===== config.mk =====
export PLATFORM = sky130hd
export DESIGN_NAME = psds_div
export DESIGN_NICKNAME = d
export VERILOG_FILES = /design/src/hdl/psds_div.sv
export SDC_FILE = /design/constraint.sdc
export NUM_CORES = 2
export LEC_CHECK = 0
export BUFFER_PORTS_ARGS = -buffer_cell sky130_fd_sc_hd__buf_2
export CAP_MARGIN = 20
export CORE_ASPECT_RATIO = 1.5
export CORE_MARGIN = 2
export CORE_UTILIZATION = 55
export DETAILED_ROUTE_END_ITERATION = 12
export GPL_ROUTABILITY_DRIVEN = 0
export HOLD_SLACK_MARGIN = 0.03
export PLACE_DENSITY = 0.81
export SLEW_MARGIN = 15
export SYNTH_ARGS = -nofsm -noshare
export SYNTH_HDL_FRONTEND = slang
export SYNTH_SLANG_ARGS = --single-unit

===== constraint.sdc =====
create_clock -name clk -period 4.36 [get_ports clk]
set_input_delay 0.218 -clock clk [delete_from_list [all_inputs] [get_ports clk]]
set_output_delay 0.218 -clock clk [all_outputs]
set_load 0.03 [all_outputs]

===== src/hdl/psds_div.sv =====
// Pipelined restoring divider giving a rounded Q1.16 ratio of num/den.
module psds_div #(
  parameter int W  = 54,
  parameter int QB = 17
) (
  input  logic          clk,
  input  logic          en,
  input  logic [W-1:0]  num,
  input  logic [W-1:0]  den,
  output logic [QB-1:0] quo
);

  logic [W-1:0]  r_r   [QB];
  logic [W-1:0]  d_r   [QB];
  logic [QB-1:0] q_r   [QB];
  logic          one_r [QB];

  // One quotient bit per stage
  for (genvar k = 0; k < QB; k++) begin : g_step
    logic [W:0]    rs;
    logic [W-1:0]  dk;
    logic [QB-1:0] qk;
    logic          ok;

    if (k == 0) begin : g_first
      assign rs = {num, 1'b0};
      assign dk = den;
      assign qk = '0;
      assign ok = (num >= den);
    end else begin : g_next
      assign rs = {r_r[k-1], 1'b0};
      assign dk = d_r[k-1];
      assign qk = q_r[k-1];
      assign ok = one_r[k-1];
    end

    always_ff @(posedge clk) begin
      if (en) begin
        if (rs >= {1'b0, dk}) begin
          r_r[k] <= W'(rs - {1'b0, dk});
          q_r[k] <= {qk[QB-2:0], 1'b1};
        end else begin
          r_r[k] <= rs[W-1:0];
          q_r[k] <= {qk[QB-2:0], 1'b0};
        end
        d_r[k]   <= dk;
        one_r[k] <= ok;
      end
    end
  end

  // Round the extra bit away; num >= den saturates to one
  logic [QB:0] q_inc;
  assign q_inc = {1'b0, q_r[QB-1]} + (QB+1)'(1);
  assign quo   = one_r[QB-1] ? (QB'(1) << (QB-1)) : q_inc[QB:1];

endmodule


==> reports/results.txt <==
status -> complete, but fails checks
failing checks -> negative setup slack
Slew @ Worst Pin -> 1150 ps
Die Y -> 575 um
layout cells sized above 1 -> 12.7%
most used cell, CP -> buf_4
Worst Setup Start Kind -> flop
FF-to-FF setup slack -> -70 ps
Distinct cells, synth -> 90
fin. max-slew vios -> 0
I/O Pins -> 127
global-route wire length before repair -> 503000 um
crit path cell chain -> buf_4, inv_1, ha_1, nor2b_1, o21ai_0, a21oi_1, o21ai_2, buf_4, a211oi_2, a221o_1, a41o_2, a21oi_2, o221ai_1, o221ai_1, buf_4, nand3_1, o311a_1
EDFF count, synth -> 1897
number of I/O port buffers -> 126
Mapped Area -> 119000 um2
Final Cell Area -> 136000 um2
CORE AREA -> 216000 um2
drt first pass iters -> 12
min cycle time layout -> 4430 ps
post-synthesis mux area share -> 2.48%
Post-synth top flop -> edfxtp_1
maximum clock rate -> 226 MHz
clock skew -> 35.2 ps
die width -> 384 um
HP Class -> in2reg
syn avg cell area -> 10.2 um2
Pwr per Cell Area -> 736 nW/um2
Rows -> 209
hold wc startpoint -> den[36]
CTS tree -> yes
clock root buffer -> clkbuf_16
drt via density -> 6.21
Relative slew margins -> 23.1%
Max Cap Viol -> 0
Power Total -> 100 mW
Wirelength per Cell -> 21.8 um
die area -> 221000 um2
final wirelength -> 336000 um
remaining antenna violation count -> 0
Synth top area share -> 47.7%
Hold Vio Cnt, Final -> 0
Initial DRC Count -> 8161
clk_lat worst skew -> 840 ps
Synth Area in Compound Gates -> 17.6%
sequential share of the synthesized area -> 47.7%
gr usage total -> 29.2%
Post-Synth Simple-Gate Area -> 10.8%
initial cell density of the core -> 55.3%
leak pwr -> 57.6 nW
Final WS setup -> -72.8 ps
Synth area leaders -> edfxtp_1 (48%), ha_1 (10%), a21oi_1 (5.3%)
hold path endpoint -> d_r[0][36]
Max clock buf depth -> 3
DRC Markers -> 0
RR Startpoint -> d_r[0][487]
Via Count -> 95937
FF-to-FF End -> r_r[10][53]
Synth Area in XOR/XNOR -> 5.90%
Yosys warning total -> 0
adder-cell share of the synthesized area -> 10.5%
Max IR drop VDD -> 396 uV
Cell Area, Placed -> 128000 um2
Clock transition at path regs -> 60 ps
clk sinks -> 1898
Post-Synthesis Cells -> 11706
worst reg2reg path depth -> 17
worst setup path class -> reg2reg
Synth area leader -> edfxtp_1
Worst Path Required -> 4940 ps
RSZ-0062 raised after global routing -> yes
hpwl dp -> 242000 um
Crit Path Max Fanout -> 3
Area Overhead vs Synth -> 14.1%
synthesized flop and latch total -> 1898
most frequent cell after synthesis -> edfxtp_1
TritonCTS Buffers -> 184
largest net degree at the start of global routing -> 196
hold path depth -> 2
Crit-path slowest cell -> a41o_2
H-tree Lvls -> 4
Synth top cells by count -> edfxtp_1 (1897), a21oi_1 (1267), inv_1 (1162)
gr ovfl total -> 0
largest family of logic cells by synthesized area -> compound AO/OA/AOI/OAI gates
crit-path max cell delay -> 400 ps
initial antenna violation count -> 25
Setup crit end kind -> flop
nets -> 13536
syn nets -> 12804
vias in the first global route -> 95137
ys async rst share -> 0%
worst endpoint data arrival time -> 5010 ps
final worst-path cycle share -> 102%
Final setup viols -> 4
metrics by stage:
stage	setup slack [ps]	TNS (ps)	utilization, %	instances	hold slack (ps)
detailed placement	-632	-39780	59.1	14935	405
global placement	-590	-26830	59.1	14935	403
floorplan	425	0	-	11706	317
finish	-72.8	-154	63.1	15453	102
CTS	0.979	0	62.4	15389	59.3
global route	-199	-4860	63.1	15438	92.1
registers in the layout, indices dropped and copies added, names as in the netlist:
| signal | cells |
|---|---|
| d_r | 864 |
| one_r | 17 |
| q_r | 153 |
| r_r | 864 |
final cells by class:
type                       instances  area (um2)
antenna                           16        40.0
fill                           15433       79800
timing repair buffer             983        7910
sequential                      1898       57000
clock buffer                     227        4910
inverter                        1163        4380
multi-input combinational       8208       57400
tap                             2848        3560
clock inverter                   110        1000
cell families (layout without fill, tap and decap cells):
logic type	count (synthesis)	in the layout
other	0	16
XOR/XNOR	805	805
flip-flops	1898	1898
buffers and inverters	1604	2483
multiplexers	264	264
AO/OA/AOI/OAI	3416	3420
AND/OR/NAND/NOR	2731	2731
adder cells (fa/ha/maj)	988	988
cells in the final DEF (no fill, tap or decap), types with 106 or more instances in the layout:
cell           instances
edfxtp_1            1897
a21oi_1             1241
inv_1               1162
ha_1                 959
nor2_1               821
nand2_1              804
buf_4                698
o21ai_0              697
a21o_1               550
xnor2_1              483
xor2_1               322
mux2_2               237
nand4_1              232
clkbuf_16            196
nand3_1              187
o21bai_1             149
buf_2                126
nor2b_1              110
dlygate4sd3_1        108
nand2b_1             106
timing repair:
action	CTS	global route
endpoints found under the hold margin	191	0
setup endpoints to repair	266	618
resized for setup	31	182
setup buffers	8	37
hold buffers	108	0
gates cloned	1	11
pin swaps	6	38
worst max-delay path by stage:
stage,from,end,slack (ps),cells past startpoint
final,d_r[0][487],r_r[10][53],-70,17
after global routing,d_r[0][500],r_r[10][38],-200,13
after CTS,d_r[0][55],r_r[2][50],1,17
after detailed placement,d_r[0][491],r_r[10][5],-630,17
after global placement,d_r[0][491],r_r[10][4],-590,17
after floorplan,r_r[8][7],r_r[9][19],430,15
per-layer routing:
layer / vias to the layer above / global-route usage [%] / part of all wire [%]
met2: 5175 / 53.2 / 51
met5: - / 0 / 0.046
met3: 1974 / 6.53 / 7.0
met4: 20 / 28.8 / 13
li1: 44124 / - / -
met1: 44644 / 25.6 / 30
worst max-delay path, delay by kind of cell (launching register included):
kind / cells / cell delay, ps
AO/OA/AOI/OAI: 10 / 2610
buffers and inverters: 4 / 720
flip-flops: 1 / 330
adder cells (fa/ha/maj): 1 / 300
AND/OR/NAND/NOR: 2 / 210
report_power, final:
part / leakage, nW / internal, mW / total, mW / switching (mW)
Sequential: 18.5 / 27.6 / 30.9 / 3.30
Combinational: 36.2 / 23.0 / 53.7 / 30.7
Clock: 2.89 / 8.97 / 15.7 / 6.73
No activity file was read; power rests on OpenSTA's default activity.
